--- config.mk ---
export PLATFORM = sky130hd
export DESIGN_NAME = text_stream_line_formatter_unit
export DESIGN_NICKNAME = d
export VERILOG_FILES = /design/src/hdl/tlf_pkg.sv /design/src/hdl/text_stream_line_formatter_unit.sv /design/src/hdl/tlf_front.sv /design/src/hdl/tlf_queue.sv /design/src/hdl/tlf_back.sv
export SDC_FILE = /design/constraint.sdc
export NUM_CORES = 1
export LEC_CHECK = 0
export BUFFER_PORTS_ARGS = -buffer_cell sky130_fd_sc_hd__buf_4
export CORE_AREA = 5 5 173 175
export CTS_BUF_LIST = sky130_fd_sc_hd__clkbuf_4
export CTS_CLUSTER_DIAMETER = 60
export DETAILED_ROUTE_END_ITERATION = 8
export DIE_AREA = 0 0 178 180
export HOLD_SLACK_MARGIN = 0.06
export MAX_ROUTING_LAYER = met4
export SYNTH_ARGS = -nofsm -noshare
export SYNTH_HDL_FRONTEND = slang
export SYNTH_SLANG_ARGS = --single-unit
--- constraint.sdc ---
create_clock -name clk -period 3.9 [get_ports clk]
set_input_delay 0.39 -clock clk [delete_from_list [all_inputs] [get_ports clk]]
set_output_delay 0.39 -clock clk [all_outputs]
set_load 0.03 [all_outputs]
--- src/hdl/tlf_pkg.sv ---
`default_nettype none
package tlf_pkg;

  // register indexes on the configuration port
  localparam logic [2:0] REG_NUMBER_ALL       = 3'd0;
  localparam logic [2:0] REG_NUMBER_NONBLANK  = 3'd1;
  localparam logic [2:0] REG_SQUEEZE_BLANK    = 3'd2;
  localparam logic [2:0] REG_SHOW_NONPRINTING = 3'd3;
  localparam logic [2:0] REG_SHOW_ENDS        = 3'd4;
  localparam logic [2:0] REG_SHOW_TABS        = 3'd5;

  localparam logic [7:0] CH_TAB     = 8'h09;
  localparam logic [7:0] CH_NL      = 8'h0A;
  localparam logic [7:0] CH_SPACE   = 8'h20;
  localparam logic [7:0] CH_DOLLAR  = 8'h24;
  localparam logic [7:0] CH_CARET   = 8'h5E;
  localparam logic [7:0] CH_UPPER_I = 8'h49;
  localparam logic [7:0] CH_DEL     = 8'd127;
  localparam logic [7:0] CH_HI_LOW  = 8'd128;
  localparam logic [7:0] CH_HI_TOP  = 8'd160;
  localparam logic [7:0] CH_CTL_TOP = 8'd32;
  localparam logic [7:0] XOR_CTL    = 8'b0100_0000;
  localparam logic [7:0] XOR_HIGH   = 8'b1100_0000;
  localparam logic [3:0] ASCII_ZERO_HI = 4'h3;

  typedef struct packed {
    logic number_all;
    logic number_nonblank;
    logic squeeze_blank;
    logic show_nonprinting;
    logic show_ends;
    logic show_tabs;
  } cfg_t;

  typedef enum logic [1:0] {
    PFX_NONE,
    PFX_NUMBER,
    PFX_SPACES
  } prefix_t;

  // one queued command: optional line prefix, then one or two body bytes
  typedef struct packed {
    prefix_t    prefix;
    logic       two;
    logic [7:0] b0;
    logic [7:0] b1;
  } cmd_t;

  typedef enum logic [2:0] {
    PH_IDLE,
    PH_DIGIT,
    PH_TAB,
    PH_B0,
    PH_B1
  } phase_t;

endpackage
`default_nettype wire

--- src/hdl/text_stream_line_formatter_unit.sv ---
// Channel   Direction  Ports                                  Beat holds
// s_axis    in         s_tvalid s_tready s_tdata s_tuser      one raw text byte
// m_axis    out        m_tvalid m_tready m_tdata m_tlast      one formatted byte
// cfg       in         cfg_we cfg_index cfg_data              one mode bit
//
// The back end sends one output beat per cycle unless stalled and loads the next
// command from the four-entry queue on the last beat of the current one. A plain
// byte gives one beat, an escaped byte two and a line number adds NUMBER_DIGITS + 1.
// With the back end idle, an accepted byte passes the queue and the phase and output
// registers before m_tvalid rises. The front end accepts a byte per cycle while the
// queue has room. Reset (rst, synchronous) clears modes, sets the line number to one
// and empties the queue. Output stalls back up through the queue to s_tready.
`default_nettype none
module text_stream_line_formatter_unit #(
  parameter int NUMBER_DIGITS = 6
) (
  input  wire logic       clk,
  input  wire logic       rst,
  input  wire logic       s_tvalid,
  output logic            s_tready,
  input  wire logic [7:0] s_tdata,   // [7:0] data_byte
  input  wire logic       s_tuser,   // [0] first_of_file
  output logic            m_tvalid,
  input  wire logic       m_tready,
  output logic [7:0]      m_tdata,   // [7:0] out_byte
  output logic            m_tlast,
  input  wire logic       cfg_we,
  input  wire logic [2:0] cfg_index,
  input  wire logic [0:0] cfg_data
);
  import tlf_pkg::*;

  localparam int BW = 4 * NUMBER_DIGITS;
  localparam int QW = $bits(cmd_t) + BW;

  cfg_t          cfg;
  logic          push;
  cmd_t          push_cmd;
  logic [BW-1:0] push_num;
  logic          q_full;
  logic          q_pop;
  logic          q_valid;
  logic [QW-1:0] q_head;
  cmd_t          q_cmd;
  logic [BW-1:0] q_num;

  always_ff @(posedge clk) begin
    if (rst) begin
      cfg <= '0;
    end else if (cfg_we) begin
      case (cfg_index)
        REG_NUMBER_ALL:       cfg.number_all       <= cfg_data[0];
        REG_NUMBER_NONBLANK:  cfg.number_nonblank  <= cfg_data[0];
        REG_SQUEEZE_BLANK:    cfg.squeeze_blank    <= cfg_data[0];
        REG_SHOW_NONPRINTING: cfg.show_nonprinting <= cfg_data[0];
        REG_SHOW_ENDS:        cfg.show_ends        <= cfg_data[0];
        REG_SHOW_TABS:        cfg.show_tabs        <= cfg_data[0];
        default: ;
      endcase
    end
  end

  tlf_front #(
    .NUMBER_DIGITS(NUMBER_DIGITS)
  ) u_front (
    .clk      (clk),
    .rst      (rst),
    .cfg      (cfg),
    .in_valid (s_tvalid),
    .in_ready (s_tready),
    .in_byte  (s_tdata),
    .in_first (s_tuser),
    .push     (push),
    .push_cmd (push_cmd),
    .push_num (push_num),
    .q_full   (q_full)
  );

  tlf_queue #(
    .WIDTH(QW)
  ) u_queue (
    .clk        (clk),
    .rst        (rst),
    .push       (push),
    .push_data  ({push_cmd, push_num}),
    .full       (q_full),
    .pop        (q_pop),
    .head_valid (q_valid),
    .head_data  (q_head)
  );

  assign q_cmd = q_head[QW-1 -: $bits(cmd_t)];
  assign q_num = q_head[BW-1:0];

  tlf_back #(
    .NUMBER_DIGITS(NUMBER_DIGITS)
  ) u_back (
    .clk       (clk),
    .rst       (rst),
    .q_valid   (q_valid),
    .q_cmd     (q_cmd),
    .q_num     (q_num),
    .q_pop     (q_pop),
    .out_valid (m_tvalid),
    .out_ready (m_tready),
    .out_byte  (m_tdata),
    .out_last  (m_tlast)
  );

endmodule
`default_nettype wire

--- src/hdl/tlf_front.sv ---
`default_nettype none
module tlf_front #(
  parameter int NUMBER_DIGITS = 6
) (
  input  wire logic                         clk,
  input  wire logic                         rst,
  input  wire tlf_pkg::cfg_t                cfg,
  input  wire logic                         in_valid,
  output logic                              in_ready,
  input  wire logic [7:0]                   in_byte,
  input  wire logic                         in_first,
  output logic                              push,
  output tlf_pkg::cmd_t                     push_cmd,
  output logic [4*NUMBER_DIGITS-1:0]        push_num,
  input  wire logic                         q_full
);
  import tlf_pkg::*;

  localparam int BW = 4 * NUMBER_DIGITS;

  logic          at_line_start, at_line_start_next;
  logic [BW-1:0] line_count, line_count_next;
  logic          prev_blank, prev_blank_next;

  logic          accept;
  logic          ls;
  logic [BW-1:0] cnt;
  logic [BW-1:0] cnt_inc;
  logic          blank;
  logic          drop;
  logic          do_inc;
  logic          escaping;
  logic          nines_below;
  logic [3:0]    dig;

  assign in_ready = !q_full;
  assign accept   = in_valid && in_ready;

  // saturating BCD increment: a digit steps when every lower digit is nine
  always_comb begin
    cnt_inc     = cnt;
    nines_below = 1'b1;
    for (int i = 0; i < NUMBER_DIGITS; i++) begin
      dig = cnt[4*i +: 4];
      if (nines_below)
        cnt_inc[4*i +: 4] = (dig == 4'd9) ? 4'd0 : dig + 4'd1;
      nines_below = nines_below && (dig == 4'd9);
    end
    if (nines_below)
      cnt_inc = cnt;
  end

  always_comb begin
    ls       = in_first || at_line_start;
    cnt      = in_first ? BW'(1) : line_count;
    blank    = (in_byte == CH_NL);
    escaping = cfg.show_nonprinting || cfg.show_ends || cfg.show_tabs;
    drop     = 1'b0;
    do_inc   = 1'b0;

    push_cmd.prefix = PFX_NONE;
    push_cmd.two    = 1'b0;
    push_cmd.b0     = in_byte;
    push_cmd.b1     = in_byte;
    push_num        = cnt;
    prev_blank_next = prev_blank;

    if (ls) begin
      if (cfg.squeeze_blank && blank && prev_blank) begin
        drop = 1'b1;
      end else begin
        prev_blank_next = cfg.squeeze_blank && blank;
        if (cfg.number_nonblank) begin
          if (!blank) begin
            push_cmd.prefix = PFX_NUMBER;
            do_inc          = 1'b1;
          end else if (cfg.show_ends) begin
            push_cmd.prefix = PFX_SPACES;
          end
        end else if (cfg.number_all) begin
          push_cmd.prefix = PFX_NUMBER;
          do_inc          = 1'b1;
        end
      end
    end

    if (escaping) begin
      if (cfg.show_tabs && in_byte == CH_TAB) begin
        push_cmd.two = 1'b1;
        push_cmd.b0  = CH_CARET;
        push_cmd.b1  = CH_UPPER_I;
      end else if ((in_byte < CH_CTL_TOP && in_byte != CH_NL && in_byte != CH_TAB)
                   || in_byte == CH_DEL) begin
        push_cmd.two = 1'b1;
        push_cmd.b0  = CH_CARET;
        push_cmd.b1  = in_byte ^ XOR_CTL;
      end else if (in_byte >= CH_HI_LOW && in_byte < CH_HI_TOP) begin
        push_cmd.two = 1'b1;
        push_cmd.b0  = CH_CARET;
        push_cmd.b1  = in_byte ^ XOR_HIGH;
      end else if (cfg.show_ends && blank) begin
        push_cmd.two = 1'b1;
        push_cmd.b0  = CH_DOLLAR;
        push_cmd.b1  = CH_NL;
      end
    end

    push = accept && !drop;

    // a squeezed line keeps the line start pending
    at_line_start_next = drop ? 1'b1 : blank;
    line_count_next    = do_inc ? cnt_inc : cnt;
  end

  always_ff @(posedge clk) begin
    if (rst) begin
      at_line_start <= 1'b1;
      line_count    <= BW'(1);
      prev_blank    <= 1'b0;
    end else if (accept) begin
      at_line_start <= at_line_start_next;
      line_count    <= line_count_next;
      prev_blank    <= prev_blank_next;
    end
  end

endmodule
`default_nettype wire

--- src/hdl/tlf_queue.sv ---
`default_nettype none
module tlf_queue #(
  parameter int WIDTH = 8
) (
  input  wire logic             clk,
  input  wire logic             rst,
  input  wire logic             push,
  input  wire logic [WIDTH-1:0] push_data,
  output logic                  full,
  input  wire logic             pop,
  output logic                  head_valid,
  output logic [WIDTH-1:0]      head_data
);
  localparam int DEPTH = 4;
  localparam int AW    = $clog2(DEPTH);

  logic [WIDTH-1:0] mem [DEPTH];
  logic [AW-1:0]    wr_ptr;
  logic [AW-1:0]    rd_ptr;
  logic [AW:0]      count;
  logic             do_pop;

  assign full       = (count == (AW+1)'(DEPTH));
  assign head_valid = (count != '0);
  assign head_data  = mem[rd_ptr];
  assign do_pop     = pop && head_valid;

  always_ff @(posedge clk) begin
    if (push)
      mem[wr_ptr] <= push_data;
  end

  always_ff @(posedge clk) begin
    if (rst) begin
      wr_ptr <= '0;
      rd_ptr <= '0;
      count  <= '0;
    end else begin
      if (push)
        wr_ptr <= wr_ptr + AW'(1);
      if (do_pop)
        rd_ptr <= rd_ptr + AW'(1);
      if (push && !do_pop)
        count <= count + (AW+1)'(1);
      else if (!push && do_pop)
        count <= count - (AW+1)'(1);
    end
  end

endmodule
`default_nettype wire

--- src/hdl/tlf_back.sv ---
`default_nettype none
module tlf_back #(
  parameter int NUMBER_DIGITS = 6
) (
  input  wire logic                    clk,
  input  wire logic                    rst,
  input  wire logic                    q_valid,
  input  wire tlf_pkg::cmd_t           q_cmd,
  input  wire logic [4*NUMBER_DIGITS-1:0] q_num,
  output logic                         q_pop,
  output logic                         out_valid,
  input  wire logic                    out_ready,
  output logic [7:0]                   out_byte,
  output logic                         out_last
);
  import tlf_pkg::*;

  localparam int BW = 4 * NUMBER_DIGITS;
  localparam int CW = $clog2(NUMBER_DIGITS + 1);

  phase_t        phase, phase_next;
  logic [BW-1:0] num_sh, num_sh_next;
  logic [CW-1:0] cnt, cnt_next;
  logic          started, started_next;
  logic          spaces, spaces_next;
  cmd_t          cmd, cmd_next;

  logic          out_free;
  logic          emit;
  logic          final_beat;
  logic [7:0]    beat_byte;
  logic [3:0]    digit;

  assign out_free = !out_valid || out_ready;
  assign digit    = num_sh[BW-1 -: 4];

  always_comb begin
    phase_next   = phase;
    num_sh_next  = num_sh;
    cnt_next     = cnt;
    started_next = started;
    spaces_next  = spaces;
    cmd_next     = cmd;
    beat_byte    = cmd.b0;
    final_beat   = 1'b0;
    emit         = (phase != PH_IDLE) && out_free;

    case (phase)
      PH_DIGIT: begin
        if (spaces)
          beat_byte = CH_SPACE;
        else if (started || digit != 4'd0 || cnt == CW'(1))
          beat_byte = {ASCII_ZERO_HI, digit};
        else
          beat_byte = CH_SPACE;
        if (emit) begin
          started_next = started || (digit != 4'd0);
          num_sh_next  = num_sh << 4;
          cnt_next     = cnt - CW'(1);
          if (cnt == CW'(1))
            phase_next = PH_TAB;
        end
      end
      PH_TAB: begin
        beat_byte = CH_TAB;
        if (emit)
          phase_next = PH_B0;
      end
      PH_B0: begin
        beat_byte  = cmd.b0;
        final_beat = !cmd.two;
        if (emit)
          phase_next = cmd.two ? PH_B1 : PH_IDLE;
      end
      PH_B1: begin
        beat_byte  = cmd.b1;
        final_beat = 1'b1;
        if (emit)
          phase_next = PH_IDLE;
      end
      default: begin
        beat_byte = cmd.b0;
      end
    endcase

    // take the next command as soon as the current one hands out its last beat
    q_pop = q_valid && ((phase == PH_IDLE) || (emit && final_beat));
    if (q_pop) begin
      cmd_next     = q_cmd;
      num_sh_next  = q_num;
      cnt_next     = CW'(NUMBER_DIGITS);
      started_next = 1'b0;
      spaces_next  = (q_cmd.prefix == PFX_SPACES);
      phase_next   = (q_cmd.prefix == PFX_NONE) ? PH_B0 : PH_DIGIT;
    end
  end

  always_ff @(posedge clk) begin
    if (rst)
      phase <= PH_IDLE;
    else
      phase <= phase_next;
  end

  always_ff @(posedge clk) begin
    num_sh  <= num_sh_next;
    cnt     <= cnt_next;
    started <= started_next;
    spaces  <= spaces_next;
    cmd     <= cmd_next;
  end

  // output register
  always_ff @(posedge clk) begin
    if (rst) begin
      out_valid <= 1'b0;
    end else if (out_free) begin
      out_valid <= emit;
    end
  end

  always_ff @(posedge clk) begin
    if (out_free && emit) begin
      out_byte <= beat_byte;
      out_last <= final_beat;
    end
  end

endmodule
`default_nettype wire

==> results.sh, run 1 <==
export IMPL_ctsResizeCount=0
export IMPL_timing_final_crit_share_pct=75.4
export IMPL_yosysWarnings=0
export IMPL_drt_antenna_violating_nets=0
export IMPL_cts_htree_levels=3
export IMPL_kind_of_path_behind_the_tightest_hold_check="in2reg"
export IMPL_post_synth_cell_area_avg_um2=14.4
export IMPL_setup_total_negative_slack_ps=0
export IMPL_achievable_clock_frequency_ghz=0.340
export IMPL_cts_tree="done"
export IMPL_critical_path_startpoint="u_back.phase[0]"
export IMPL_rows=62
export IMPL_grt_overflow=0
export IMPL_clock_insertion_delay_worst_skew_ps=670
export IMPL_post_synth_fa_ha_maj_area_fraction_pct=1.12
export IMPL_detailedRoute_firstIterationViolations=414
export IMPL_cp_start_kind="register"
export IMPL_synth_async_sr_flop_share_pct=0
export IMPL_pwr_density_cell_nw_per_um2=651
export IMPL_ir_worst_vdd_mv=0.320
export IMPL_fin_skew_ps=49.8
export IMPL_worst_setup_hold_path_clk_slew_ps=60
export IMPL_placedCellCount=1174
export IMPL_fin_max_slew_vios=0
export IMPL_rr_startpoint="u_back.phase[0]"
export IMPL_postSynth_topFlopCell="edfxtp_1"
export IMPL_place_congestion=0.799
export IMPL_dr_total_vias=6851
export IMPL_post_route_drc_count=0
export IMPL_cts_root_buffer_cell="clkbuf_4"
export IMPL_ys_seq_elements=272
export IMPL_final_hold_viol_count=0
export IMPL_clockBufferDepth=3
export IMPL_holdCritStartpoint="cfg_index[2]"
export IMPL_syn2layout_area_growth_pct=14.6
export IMPL_grt_antenna_before_repair=2
export IMPL_wire_length_of_the_first_global_routing_pass_um=37000
export IMPL_die_area_um2=32000
export IMPL_first_global_vias=6851
export IMPL_outcome="finished clean"
export IMPL_start_util_pct=40.4
export IMPL_worst_slew_pin_transition_ps=786
export IMPL_synth_largest_area_cell="edfxtp_1"
export IMPL_path_max_fanout=18
export IMPL_critPathKind="reg2reg"
export IMPL_cp_required_ps=4460
export IMPL_period_minus_slack_ps=2940
export IMPL_design_final_nets=898
export IMPL_netlist_cell_type_count=73
export IMPL_final_fill_count=2525
export IMPL_mappedNetlistArea_um2=11400
export IMPL_yosys_area_share_simple_pct=12.2
export IMPL_synth_edff_count=223
export IMPL_crit_slowest_cell="dfxtp_1"
export IMPL_synth_yosys_seq_area_share_pct=67.2
export IMPL_chipWidth_um=178
export IMPL_ff_latch_area_um2=7680
export IMPL_drt_first_pass_iters=5
export IMPL_synth_cells=793
export IMPL_finalSetupViolations=0
export IMPL_postRouteWirelength_um=23200
export IMPL_grt_start_max_net_pins=52
export IMPL_place_detailed_hpwl_um=14200
export IMPL_cts_sink_count=272
export IMPL_wire_per_inst_um=17.7
export IMPL_static_leakage_power_nw=4.49
export IMPL_place_port_buffers=28
export IMPL_synth_compound_area_share_pct=7.03
export IMPL_cts_made_buffers=72
export IMPL_die_height_um=180
export IMPL_layout_drive_gt1_share_pct=24.9
export IMPL_post_cts_hold_buffer_count=8
export IMPL_cp_data_arrival_time_ps=3500
export IMPL_crit_path_cell_trace="nor3b_2, o21ai_0, a21oi_4, clkinv_1, ha_1, inv_1, fa_1, xor2_1, or3_1, a21oi_1"
export IMPL_ys_top_cells_by_area="edfxtp_1, dfxtp_1, mux4_2"
export IMPL_yosys_area_top_type_share_pct=58.6
export IMPL_core_area_um2=28300
export IMPL_multi_input_comb_area_um2=3500
export IMPL_endpoint_kind="register"
export IMPL_yosys_area_share_xor_xnor_pct=0.307
export IMPL_grt_total_usage_pct=15.1
export IMPL_combinational_family_with_the_most_area_after_synthesis="simple AND/OR/NAND/NOR gates"
export IMPL_final_instance_count_excl_fill=1305
export IMPL_rsz_0062_raised_after_global_routing="false"
export IMPL_maxCapViolCount=0
export IMPL_post_cts_buffers=0
export IMPL_viasPerCell=5.25
export IMPL_worst_slew_margin_rel_pct=47.6
export IMPL_mux_cell_area_share_after_synthesis_pct=9.79
export IMPL_num_io_pins=29
export IMPL_critical_path_max_stage_delay_ps=640
export IMPL_syn_num_nets=819
## worst max-delay path, delay by kind of cell, from the launching register on
| kind | cells | cell delay (ps) |
|---|---|---|
| xor+xnor | 1 | 160 |
| simple gates | 2 | 490 |
| flops | 1 | 640 |
| fa+ha+maj | 2 | 630 |
| compound gates | 3 | 710 |
| buf+inv | 2 | 210 |
## cell type report
type / instances / area share [%]
Antenna cell: 1 / 0.0191
Tap cell: 384 / 3.67
Clock buffer: 105 / 6.02
Clock inverter: 17 / 1.03
Sequential cell: 272 / 58.6
Timing Repair Buffer: 54 / 3.34
Multi-Input combinational cell: 453 / 26.7
Inverter: 19 / 0.545
## routing by layer
layer	vias up	share of wire, %	GRT usage (%)
li1	3253	-	-
met5	-	0	-
met2	226	45	21.7
met4	0	2.0	5.57
met3	41	6.3	3.51
met1	3331	47	21.0
## state kept, by name, summed over array words and instances (netlist names), 2 cells and up, named ones only
| signal | cells |
|---|---|
| cfg | 6 |
| u_back.cmd | 17 |
| u_back.cnt | 3 |
| u_back.num_sh | 24 |
| u_back.out_byte | 8 |
| u_back.phase | 3 |
| u_front.line_count | 24 |
| u_queue.count | 3 |
| u_queue.mem | 172 |
| u_queue.rd_ptr | 2 |
| u_queue.wr_ptr | 2 |
## stage by stage
| step | util, % | setup slack [ps] | hold slack [ps] | cell area, µm² | power (mW) |
|---|---|---|---|---|---|
| final | 46.3 | 960 | 129 | 13100 | 8.53 |
| after floorplan | - | 1050 | 438 | 11400 | 5.48 |
| after detailed placement | 42.7 | 1010 | 467 | 12100 | 6.16 |
| after CTS | 46.2 | 973 | 71.7 | 13100 | 8.67 |
| after global placement | 42.7 | 1060 | 450 | 12100 | 6.13 |
| after global routing | 46.3 | 809 | 114 | 13100 | 9.06 |
## layout by cell type (no fill, tap or decap), drive strengths merged, types with 4 or more instances in the layout
cell type / n
a41oi: 5
inv: 19
a22o: 5
nor2b: 26
nor3: 8
o21ai: 29
mux4: 43
nand2b: 9
clkinv: 12
dfxtp: 49
or3b: 5
nor4b: 5
and2: 17
or4: 6
a221o: 5
nand2: 92
nand3: 7
clkbuf: 105
nor2: 41
and3: 10
a211oi: 5
nor4bb: 5
edfxtp: 223
or2: 4
a21oi: 27
dlygate4sd3: 8
a31oi: 7
mux2i: 15
ha: 7
buf: 46
or3: 8
nand4: 6
## synthesized netlist by cell type, types with 4 or more instances
cell	count
edfxtp_1	223
nand2_1	92
dfxtp_1	49
mux4_2	43
nor2_1	41
clkbuf_1	39
o21ai_0	28
a21oi_1	27
nor2b_1	26
inv_1	18
and2_1	15
mux2i_1	15
nand2b_1	9
and3_1	8
or3_1	8
a31oi_1	7
ha_1	7
nand3_1	7
nor3_1	7
buf_1	6
nand4_1	6
or4_1	6
a211oi_1	5
a221o_1	5
a22o_1	5
a41oi_1	5
nor4b_1	5
nor4bb_1	5
or2_2	4
## kinds of logic (layout without fill, tap and decap cells)
family | after synthesis | in the layout
adder cells (fa/ha/maj) | 10 | 10
AO/OA/AOI/OAI | 117 | 117
other | 0 | 1
flip-flops | 272 | 272
buffers and inverters | 68 | 195
AND/OR/NAND/NOR | 264 | 264
multiplexers | 58 | 58
XOR/XNOR | 4 | 4
## power breakdown
part	internal, mW	switching, mW	total, mW
Combinational	0.774	1.13	1.91
Sequential	3.88	0.269	4.15
Clock	1.37	1.10	2.47
## final timing paths
kind	endpoint	slack, ps	cells after the start
worst max register to register	u_queue.count[2]	960	10
worst max-delay path	u_queue.count[2]	960	10
worst min register to register	register	480	2
worst min-delay path	cfg[3]	130	4
(Power assumes the default switching activity.)
==> run 2, diff against run 1 <==
Clock period 3.9 ns to 2.6 ns, I/O delays scaled along.
==> run 2 against run 1 <==
Net effect: global-route usage increased by 0.50 points; die area unchanged; register-to-register slack got worse by 700 ps; routed wire length increased by 2.4%; maximum frequency increased by 26%; largest cell class unchanged; largest power group unchanged; highest routed layer unchanged.
==> results.sh, run 2 (synthesis gave the netlist of run 1 again) <==
export IMPL_cts_htree_levels=3
export IMPL_critPathKind="reg2reg"
export IMPL_grt_overflow=0
export IMPL_core_area_um2=28300
export IMPL_period_minus_slack_ps=2340
export IMPL_kind_of_path_behind_the_tightest_hold_check="in2reg"
export IMPL_worst_slew_pin_transition_ps=710
export IMPL_achievable_clock_frequency_ghz=0.428
export IMPL_post_cts_buffers=0
export IMPL_cts_root_buffer_cell="clkbuf_4"
export IMPL_design_final_nets=939
export IMPL_finalSetupViolations=0
export IMPL_final_critical_path_setup_slack_ps=261
export IMPL_rows=62
export IMPL_worst_slew_margin_rel_pct=52.5
export IMPL_layout_drive_gt1_share_pct=26.5
export IMPL_place_detailed_hpwl_um=14700
export IMPL_rsz_0062_raised_after_global_routing="false"
export IMPL_worst_setup_hold_path_clk_slew_ps=60
export IMPL_first_global_vias=7038
export IMPL_timing_hold_ws_ps=239
export IMPL_fin_max_slew_vios=0
export IMPL_rr_startpoint="u_front.line_count[1]"
export IMPL_dr_total_vias=7052
export IMPL_outcome="finished clean"
export IMPL_start_util_pct=40.4
export IMPL_endpoint_kind="register"
export IMPL_maxCapViolCount=0
export IMPL_chipWidth_um=178
export IMPL_largest_reg_flops=172
export IMPL_clock_insertion_delay_worst_skew_ps=660
export IMPL_cts_sink_count=272
export IMPL_wire_length_of_the_first_global_routing_pass_um=38200
export IMPL_grt_total_usage_pct=15.6
export IMPL_hold_path_end="u_front.line_count[1]"
export IMPL_fin_skew_ps=43.8
export IMPL_path_max_fanout=11
export IMPL_post_route_drc_count=0
export IMPL_utilization_after_layout_pct=47.7
export IMPL_cts_tree="done"
export IMPL_cp_start_kind="register"
export IMPL_grt_antenna_before_repair=1
export IMPL_clockBufferDepth=3
export IMPL_drt_antenna_violating_nets=0
export IMPL_cp_required_ps=3170
export IMPL_post_dp_cell_area_um2=12300
export IMPL_die_area_um2=32000
export IMPL_die_height_um=180
export IMPL_hold_depth=5
export IMPL_drt_first_pass_iters=5
export IMPL_placement_setup_worst_slack_ps=111
export IMPL_final_fill_count=2508
export IMPL_final_hold_viol_count=0
export IMPL_multi_input_comb_area_um2=3500
export IMPL_cts_made_buffers=71
export IMPL_ir_worst_vdd_mv=0.652
export IMPL_num_io_pins=29
export IMPL_static_leakage_power_nw=4.72
export IMPL_mostFrequentLayoutCells="edfxtp_1, clkbuf_4, nand2_1"
export IMPL_postRouteWirelength_um=23700
export IMPL_r2r_end="u_front.line_count[4]"
export IMPL_place_port_buffers=28
export IMPL_grt_start_max_net_pins=52
export IMPL_holdCritStartpoint="s_tvalid"
export IMPL_detailedRoute_firstIterationViolations=523
export IMPL_cp_data_arrival_time_ps=2900
export IMPL_place_congestion=0.798
export IMPL_syn2layout_area_growth_pct=18.2
export IMPL_timing_final_crit_share_pct=90.0
export IMPL_reg2reg_setup_slack_ps=260
export IMPL_wire_per_inst_um=17.5
export IMPL_ff_latch_area_um2=7680
export IMPL_pwr_density_cell_nw_per_um2=954
export IMPL_viasPerCell=5.22
export IMPL_layout_cells_most_common="edfxtp_1"
export IMPL_reg_top3="u_queue.mem: 172 flops, u_back.num_sh: 24 flops, u_front.line_count: 24 flops"
export IMPL_post_route_cell_area_um2=13500
export IMPL_timing_reg2reg_worst_path_depth=5
export IMPL_regMostFlops="u_queue.mem"
==> run 2: cell count changes in the layout (fill, tap and decap cells not counted) <==
cell	delta
clkinv_2	+3
buf_4	+22
o21ai_0	-1
clkinv_4	-1
o21ai_1	+1
buf_12	+3
a21oi_1	-1
clkinvlp_4	-1
a21oi_2	+1
dlygate4sd3_1	+17
clkinv_1	+3
==> run 2: per-stage QoR <==
stage	std cells	setup TNS, ps	power, mW
floorplan	793	-220	8.22
global placement	1199	0	9.27
detailed placement	1199	0	9.31
CTS	1350	0	13.1
global route	1351	0	13.7
finish	1351	0	12.9
==> run 2: where the power goes <==
part | internal (mW) | switching (mW)
Sequential | 5.81 | 0.306
Combinational | 1.23 | 1.82
Clock | 2.05 | 1.66
==> run 2: layer usage <==
metal  routed length, µm  GRT usage [%]
met3                1300           3.28
met2               10700           22.3
met5                   0              -
met1               11300           22.1
met4                 465           5.69
==> run 2: repair_timing <==
item	4_1_cts	5_1_grt
resized for setup	0	1
endpoints found under the hold margin	88	0
hold buffers	25	0
setup endpoints to repair	0	1
==> run 2: how the worst max path moves through the flow <==
| stage | start | to | slack (ps) | cells past startpoint |
|---|---|---|---|---|
| 4_1_cts | u_back.phase[2] | u_queue.count[2] | 120 | 10 |
| 6_report | u_front.line_count[1] | u_front.line_count[4] | 260 | 5 |
| 5_1_grt | u_front.line_count[1] | u_front.line_count[5] | 120 | 5 |
| 2_1_floorplan | u_back.phase[0] | u_back.num_sh[0] | -9 | 4 |
| 3_5_place_dp | u_back.phase[2] | u_queue.count[2] | 110 | 10 |
| 3_3_place_gp | u_back.phase[2] | u_queue.count[2] | 140 | 10 |
==> run 2: area by class of cell <==
class | instances | share of cell area, %
clock inverters | 21 | 1.07
diodes | 1 | 0.0185
inverters | 19 | 0.528
well taps | 384 | 3.56
flip-flops and latches | 272 | 56.9
repair buffers | 96 | 6.17
multi-input cells | 453 | 25.9
clock buffers | 105 | 5.84
==> run 2: worst max-delay path, stage by stage, from the launching register on <==
cell	delay, ps
dfxtp_1	350
or3b_4	430
or3_1	500
o31a_1	480
and2_2	250
o311ai_1	220
